### src/rtl/lpm_pkg.sv
// Shared types and constants of the layered page mapper.
`default_nettype none
package lpm_pkg;

  localparam int CPU_AW       = 16;
  localparam int HOST_PW      = 22;
  localparam int HOST_AW      = 32;
  localparam int CNT_W        = 7;
  localparam int ENTRY_W      = 2 * HOST_PW + 1;

  localparam int N_LAYERS_DEF   = 4;
  localparam int N_PAGES_DEF    = 64;
  localparam int PAGE_SHIFT_DEF = 10;

  typedef enum logic [1:0] {
    OP_MAP     = 2'd0,
    OP_CLR_ONE = 2'd1,
    OP_CLR_ALL = 2'd2,
    OP_LOOKUP  = 2'd3
  } opcode_t;

  typedef struct packed {
    logic load;
    logic step;
    logic look;
    logic emit;
  } lpm_cmd_t;

  typedef struct packed {
    logic map_go;
    logic is_look;
    logic last;
  } lpm_stat_t;

endpackage
`default_nettype wire

### src/rtl/lpm_ctrl.sv
// Sequencing state machine of the layered page mapper.
`default_nettype none
module lpm_ctrl (
  input  wire logic               clk,
  input  wire logic               rst_n,
  input  wire logic               in_valid,
  output logic                    in_ready,
  output logic                    out_valid,
  input  wire logic               out_ready,
  input  wire lpm_pkg::lpm_stat_t stat,
  output lpm_pkg::lpm_cmd_t       cmd
);
  import lpm_pkg::*;

  typedef enum logic [3:0] {
    ST_IDLE = 4'b0001,
    ST_MAP  = 4'b0010,
    ST_LOOK = 4'b0100,
    ST_RESP = 4'b1000
  } state_t;

  state_t state_r, state_nxt;
  logic   out_valid_r, out_valid_nxt;
  logic   out_free;

  assign out_free  = !out_valid_r || out_ready;
  assign in_ready  = (state_r == ST_IDLE);
  assign out_valid = out_valid_r;

  always_comb begin
    state_nxt = state_r;
    cmd       = '0;
    unique case (state_r)
      ST_IDLE: begin
        if (in_valid) begin
          cmd.load = 1'b1;
          priority if (stat.map_go) begin
            state_nxt = ST_MAP;
          end else if (stat.is_look) begin
            state_nxt = ST_LOOK;
          end else begin
            state_nxt = ST_RESP;
          end
        end
      end
      ST_MAP: begin
        cmd.step = 1'b1;
        if (stat.last) begin
          state_nxt = ST_RESP;
        end
      end
      ST_LOOK: begin
        cmd.look  = 1'b1;
        state_nxt = ST_RESP;
      end
      ST_RESP: begin
        if (out_free) begin
          cmd.emit  = 1'b1;
          state_nxt = ST_IDLE;
        end
      end
      default: begin
        state_nxt = ST_IDLE;
      end
    endcase
  end

  always_comb begin
    out_valid_nxt = out_valid_r;
    if (cmd.emit) begin
      out_valid_nxt = 1'b1;
    end else if (out_ready) begin
      out_valid_nxt = 1'b0;
    end
  end

  always_ff @(posedge clk) begin
    if (!rst_n) begin
      state_r     <= ST_IDLE;
      out_valid_r <= 1'b0;
    end else begin
      state_r     <= state_nxt;
      out_valid_r <= out_valid_nxt;
    end
  end
endmodule
`default_nettype wire

### config.mk
export PLATFORM = sky130hd
export DESIGN_NAME = lpm_ctrl
export DESIGN_NICKNAME = d
export VERILOG_FILES = /design/src/rtl/lpm_pkg.sv /design/src/rtl/lpm_ctrl.sv
export SDC_FILE = /design/constraint.sdc
export NUM_CORES = 1
export LEC_CHECK = 0
export BUFFER_PORTS_ARGS = -buffer_cell sky130_fd_sc_hd__buf_2
export CAP_MARGIN = 5
export CORE_AREA = 10 10 47 49
export DETAILED_ROUTE_END_ITERATION = 10
export DIE_AREA = 0 0 57 59
export GPL_ROUTABILITY_DRIVEN = 1
export GPL_TIMING_DRIVEN = 0
export PLACE_DENSITY = 0.43
export SLEW_MARGIN = 20
export SYNTH_ARGS = -nofsm -noshare
export SYNTH_HDL_FRONTEND = slang
export SYNTH_SLANG_ARGS = --single-unit
### constraint.sdc
create_clock -name clk -period 1.45 [get_ports clk]
set_input_delay 0.2175 -clock clk [delete_from_list [all_inputs] [get_ports clk]]
set_output_delay 0.2175 -clock clk [all_outputs]
set_load 0.01 [all_outputs]
Yosys cells after proc, flatten, opt, wreduce, memory -nomap -nowiden
Cells that the tools add are included.
W data, S select, Z words.
{"block": "op_classes", "eq_ne": 7, "n_mux": 14, "reduce_logical": 4}
{"op": "$mux W4", "n": 5}
{"op": "$pmux W4 S4", "n": 1}
{"op": "$mux W1", "n": 8}
{"op": "$ne A2 B2 Y1 const B", "n": 3}
{"op": "$eq A4 B1 Y1 const B", "n": 1}
{"op": "$eq A4 B2 Y1 const B", "n": 1}
{"op": "$eq A4 B3 Y1 const B", "n": 1}
{"op": "$eq A4 B4 Y1 const B", "n": 1}
{"op": "$reduce_and A3 Y1", "n": 1}
{"op": "$reduce_bool A2 Y1", "n": 1}
{"op": "$logic_not A1 Y1", "n": 1}
{"op": "$logic_or A1 B1 Y1", "n": 1}
{"block": "totals", "reg_bits": 5, "input_bits": 7, "out_inout_bits": 6, "word_cells": 27}

Longest topological paths before layout
Gate-level depths: netlist (run 1).
{"block": "logic_depth", "ltp_word": 5, "mapped_depth": 4, "ltp_nobuf": 3}

Worst setup path before layout (run 1)
OpenSTA, ideal clock, no wires.
{"block": "synth_path", "path_kind": "reg-to-reg", "startpoint": "register state_r[1]", "endpoint": "register state_r[2]", "setup_ps": 80, "t_arrival_ps": 1252, "t_required_ps": 1370, "path_slack_ps": 118, "stages_incl_launch_ff": 5, "path_buffers": 1, "synth_period_minus_slack_ps": 1332, "path_cell_list": "dfxtp_1 buf_4 nor4b_2 and2_1 nor3b_1"}
{"block": "synth_between", "elab_chain_cells": 3, "elab_cells_between_ends": 9, "cone_classes": "eq/ne (7); mux (1); reduce/logical (1)"}
{"element": "start: declaration", "line_no": "lpm_ctrl.sv:22", "source": "state_t state_r, state_nxt;"}
{"element": "start signal: assignment", "line_no": "lpm_ctrl.sv:82", "source": "state_r <= state_nxt;"}
{"element": "$eq A4 B1 Y1 *"}
{"element": "named net in_ready", "line_no": "lpm_ctrl.sv:7", "source": "output logic in_ready,"}
{"element": "$ne A2 B2 Y1 (no line)"}
{"element": "$reduce_and A3 Y1 (no line)"}
The timed path passes the listed nets; every way through them passes the cells marked *.
A chain may end at the register's enable or synchronous reset.

==> results.cfg, run 1 <==
[synthesis]
yosys_warnings = 0
synth_cell_types = 20
avgSynthCellArea_um2 = 9.93
syn-num-nets = 38
ys_ff_latch = 5
yosysSeqAreaShare_pct = 32.5
synth_area_um2 = 308
synth_cells = 31

[drt]
vias = 322
post_drt_via_cell_ratio = 4.81
ant_nets = 0
route.final.wire_length_um = 934
firstDrtPassIters = 1
wire_per_inst_um = 13.9
drc_errors = 0
drtIter0Drc = 0

[cells_and_area]
ff_latch_area_um2 = 106
finish.instance_area_um2 = 478
layout_commonest_cell = buf_2
stdcell_count = 67
fillers = 164
drive_gt1_share_pct = 56.9
syn_to_final_growth_pct = 55.3
num_antenna_cells = 0
multiInputGateArea_um2 = 200
mostFrequentLayoutCells = 10 x buf_2, 7 x buf_4, 4 x nor3b_1
nets = 59

[floorplanning]
die_w_um = 57
ios = 13
rows = 14
start_util_pct = 22.0
die_y_um = 59
core_um2 = 1400
dieArea_um2 = 3360

[pwr]
cellPowerDensity_nw_per_um2 = 877
leakage_nw = 0.207
cell_internal_pwr_uw = 314
p_sw_share_pct = 25.2
clockPowerShare_pct = 38.1
p_seq_share_pct = 36.8
p_switching_uw = 106
power.share.combinational_pct = 25.1
ir_drop_uv = 348

[sta]
finalHoldViolations = 0
timing.setup.tns_ps = 0
slew_viol_final = 0
post-route-period-util_pct = 97.1
finalCriticalPeriod_ps = 1410
rsz0062_at_grt = yes
setup_violations = 0
fmax_mhz = 710
timing.slew.headroom_pct = 71.9
tightest_slew_ps = 420
fin_skew_ps = 0.238

[setup_path]
crit_type = reg2out
cp-end-kind = output pin
cp-start-kind = flop
worstPathArrival_ps = 1190
timing.critical_path.fanout_max = 9
worstPathRequired_ps = 1230

[grt]
grt_pass1_vias = 320
grt-ovfl-total = 0
antenna_found_initial = 0
grt_pass1_wl_mm = 1.52
grt_use_total_pct = 6.07
grt_max_degree = 10

[min_path]
hp-class = in2reg

[clock_tree]
clock-sinks = 5
hold_buffers = 0
cts_tree = yes
cts_buffer_depth = 2
clkSlewWorstSetupHoldPaths_ps = 40
cts_max_level = 1
cts_root_buf = clkbuf_4
cts_buffers = 3
worstSkewPairLatency_ps = 240

[job]
max_cap_viol_count = 0

[place]
gp_congestion = 0.743
placed_cell_area_um2 = 388
placed_cells = 59
portBuffers = 12
dp_hpwl_um = 675

[outcome]
outcome = complete, no violations
==> synthesized netlist by cell type <==
| master | instances | area share (%) |
|---|---|---|
| a32oi_1 | 1 | 2.8 |
| and2_1 | 1 | 2.0 |
| buf_4 | 2 | 4.9 |
| buf_6 | 1 | 3.7 |
| dfxtp_1 | 5 | 33 |
| nand2b_1 | 1 | 2.0 |
| nand3b_1 | 1 | 2.4 |
| nor2_1 | 1 | 1.2 |
| nor2b_1 | 2 | 4.1 |
| nor3_1 | 1 | 1.6 |
| nor3b_1 | 4 | 9.8 |
| nor4_1 | 1 | 2.0 |
| nor4b_1 | 2 | 5.7 |
| nor4b_2 | 1 | 4.9 |
| o211a_1 | 1 | 3.3 |
| o21a_1 | 1 | 2.4 |
| o21ai_0 | 2 | 3.3 |
| o32ai_2 | 1 | 5.3 |
| or4b_1 | 1 | 3.3 |
| xnor2_1 | 1 | 2.8 |
==> repair_timing <==
item	CTS	global route
resized for setup	7	2
pin swaps	2	2
setup endpoints to repair	3	6
gates cloned	0	0
setup buffers	3	2
hold endpoints to repair	0	0
==> cells by family after synthesis <==
| group | synth area share, % |
|---|---|
| compound gates | 17.1 |
| xor+xnor | 2.85 |
| buf+inv | 8.53 |
| flops | 32.5 |
| simple gates | 39.0 |
==> worst paths after layout <==
| check | startpoint | slack (ps) | endpoint | depth (start not counted) |
|---|---|---|---|---|
| min reg2reg | out_valid | 660 | out_valid | 2 |
| max reg2reg | state_r[0] | 50 | state_r[3] | 4 |
| max | state_r[0] | 40 | cmd[0] | 4 |
| min | rst_n | 220 | state_r[0] | 2 |
==> power by group through the flow <==
stage	sequential (mW)	combinational, mW	clock [mW]
after floorplan	0.151	0.0467	0
after global placement	0.152	0.0723	0
after detailed placement	0.152	0.0734	0
after CTS	0.155	0.0975	0.166
after global routing	0.155	0.117	0.174
final	0.154	0.105	0.160
==> sequential cells by signal, summed over array words and instances, names as in the netlist <==
register	cells
state_r	4
out_valid	1
==> metal layers <==
metal  part of all wire, %  up-vias  wire, um  GRT usage (%)
li1                      -      157         -              -
met1                    41      143       380           5.30
met2                    45       15       422           9.15
met3                   7.8        7        73           2.79
met4                   6.2        0        58           8.05
met5                     0        -         0              0
==> worst max-delay path: stages, from the launching register on <==
cell and delay, ps:
dfxtp_1 300, buf_6 130, nor4_1 260, buf_4 140, buf_2 120
==> layout make-up <==
class	instances	area share, %
plain buffers	2	3.93
clock buffers	4	5.50
multi-input cells	23	41.9
flip-flops and latches	5	22.3
well taps	16	4.19
repair buffers	17	22.3
==> stage by stage <==
stage | setup slack (ps) | power, mW | hold slack (ps) | util, %
5_1_grt | -24.2 | 0.446 | 221 | 34.1
3_5_place_dp | 48.3 | 0.225 | 452 | 27.7
4_1_cts | 20.2 | 0.419 | 199 | 32.7
6_report | 42.5 | 0.419 | 215 | 34.1
3_3_place_gp | 67.7 | 0.224 | 462 | 27.7
2_1_floorplan | 118 | 0.198 | 294 | -
Note: power is estimated with default switching activity, not from simulation.
==> run 2: changes to the inputs <==
- ABC_AREA: default -> 1
- PLACE_DENSITY: 0.43 -> 0.47
==> run 2 against run 1 <==
Synthesized cell count up 55%. Combinational power up 110%. Synthesized area up 18%. Clock power decreased by 3%. Routed wire length shrank 20%. Clock skew is essentially flat. Sequential cell count unchanged. Worst hold slack worse by 8.3 ps. Register-to-register slack better by 350 ps. Power grew 33%. Count of clock-buffer cells in the layout unchanged. First-iteration DRC count is 4 higher. Critical path type unchanged. Largest power group is now combinational cells.
==> results.cfg, run 2 <==
[sta]
hold_ws_ps = 207
post-route-period-util_pct = 95.4
finalCriticalPeriod_ps = 1380
rsz0062_at_grt = yes
fin_skew_ps = 0.146
setup_violations = 0
finalHoldViolations = 0
timing.setup.tns_ps = 0
slew_viol_final = 0
tightest_slew_ps = 235
timing.slew.headroom_pct = 84.3
fmax_mhz = 723

[setup_path]
reg2reg_depth = 7
path_buf_inv = 2
cp_num_cells = 5
crit_top_cell = nor2_2
worstPathRequired_ps = 1230
crit_chain = nor2_2 > nand2_1 > nor2_2 > buf_4 > buf_2
cpMaxStageDelayCell = dfxtp_1
crit_type = reg2out
critPathMaxStageDelay_ps = 340
crit_family = simple AND/OR/NAND/NOR gates
cp-end-kind = output pin
timing.critical_path.fanout_max = 3
worstPathArrival_ps = 1170
cp-start-kind = flop

[floorplanning]
ios = 13
core_um2 = 1400
start_util_pct = 26.0
rows = 14
die_w_um = 57
dieArea_um2 = 3360
die_y_um = 59

[drt]
post_drt_via_cell_ratio = 4.01
drtIter0Drc = 4
vias = 321
drc_errors = 0
wire_per_inst_um = 9.34
ant_nets = 0
route.final.wire_length_um = 747
firstDrtPassIters = 2

[pwr]
leakage_nw = 0.245
clockPowerShare_pct = 28.0
total_power_uw = 556
cellPowerDensity_nw_per_um2 = 1170
ir_drop_uv = 515
p_sw_share_pct = 37.4
power.share.combinational_pct = 40.2
p_seq_share_pct = 31.8
p_switching_uw = 208
cell_internal_pwr_uw = 348

[synthesis]
avgSynthCellArea_um2 = 7.59
yosys_warnings = 0
synth_common_cells = 8 x inv_1, 6 x nor2_2, 5 x dfxtp_1, 5 x nand3_2, 5 x nor2_1
async_flop_share_pct = 0
synth_top_area_cell = dfxtp_1
synth_cell_types = 15
post-synth-top-area-fraction_pct = 27.5
yosysMostFrequentCell = inv_1
synth-edff-count = 0
syn-num-nets = 55
ys_ff_latch = 5
yosysSeqAreaShare_pct = 27.5
synthFlopType = dfxtp_1
synth_area_leaders = dfxtp_1 27%, nand3_2 14%, nor2_2 10%, nor2_4 9.3%, inv_1 8.2%
synth_cells = 48
synth_area_um2 = 364

[grt]
grt_pass1_wl_mm = 1.35
grt_use_total_pct = 5.09
grt_max_degree = 6
grt_pass1_vias = 342
grt-ovfl-total = 0
antenna_found_initial = 0

[min_path]
hp-class = in2reg
hold_depth = 2

[cells_and_area]
largest-register = state_r
drive_gt1_share_pct = 60.9
largest_reg_flops = 4
num_antenna_cells = 0
mostFrequentLayoutCells = 12 x buf_2, 8 x inv_1, 7 x nor2_2
nets = 72
syn_to_final_growth_pct = 30.2
layout_commonest_cell = buf_2

[clock_tree]
cts_tree = yes
post_cts_buffers = 0
clock-sinks = 5
cts_max_level = 1
cts_root_buf = clkbuf_4
cts_buffers = 3
clkSlewWorstSetupHoldPaths_ps = 40
worstSkewPairLatency_ps = 240
hold_buffers = 0
ctsResizeCount = 1
cts_buffer_depth = 2

[outcome]
outcome = complete, no violations

[place]
portBuffers = 12
dp_hpwl_um = 679
gp_congestion = 0.704

[job]
max_cap_viol_count = 0
==> run 2: cell count changes after synthesis, sizes merged, moves of 3 or more <==
cell | before | now
nor2 | 1 | 14
inv | 0 | 10
nand3 | 0 | 8
nand2 | 0 | 7
nor3b | 4 | 0
nor4b | 3 | 0
==> run 2: kinds of logic (layout without fill, tap and decap cells) <==
logic type / Yosys count / count (layout) / share of synthesized area [%]
simple gates: 31 / 31 / 57.7
buf+inv: 11 / 27 / 12.4
flops: 5 / 5 / 27.5
compound gates: 1 / 1 / 2.41
==> run 2: worst reg2reg max path: stages (launching register included) <==
cell and delay (ps):
dfxtp_1 380, inv_2 60, nor2_4 130, nand3_2 100, nand3_2 120, nand2_2 60
nand2_2 50, nor2_2 30
==> run 2: final timing paths <==
check,start,endpoint,slack [ps]
hold reg to reg,state_r[3],state_r[3],580
hold / removal,rst_n,state_r[0],210
setup reg to reg,state_r[0],state_r[3],400
setup / recovery,state_r[0],cmd[0],70
==> run 2: area by class of cell <==
cell class	instances	area [um^2]
fill	164	927
multi-input combinational	32	221
sequential	5	101
timing repair buffer	12	60.1
inverter	10	37.5
clock buffer	4	26.3
tap	16	20.0
buffer	1	7.51
==> run 2: stage by stage <==
step           setup slack, ps  cells  area (um^2)  utilization, %
2_1_floorplan              406     48          364               -
3_5_place_dp               238     76          444            31.7
3_3_place_gp               226     76          444            31.7
6_report                  67.3     80          474            33.8
5_1_grt                  -15.5     80          474            33.8
4_1_cts                   28.0     80          473            33.8
==> run 2: per-layer routing <==
layer	routed length [um]	global-route usage (%)	vias to the layer above
li1	-	-	179
met1	309	4.62	136
met5	0	0	-
met3	44	3.43	0
met4	0	2.01	0
met2	393	8.84	6
==> run 2: power groups by stage <==
stage / sequential [mW] / clock [mW] / combinational [mW]
after floorplan: 0.176 / 0 / 0.174
after global placement: 0.176 / 0 / 0.230
after detailed placement: 0.177 / 0 / 0.228
after CTS: 0.176 / 0.162 / 0.230
after global routing: 0.179 / 0.177 / 0.254
final: 0.177 / 0.155 / 0.224
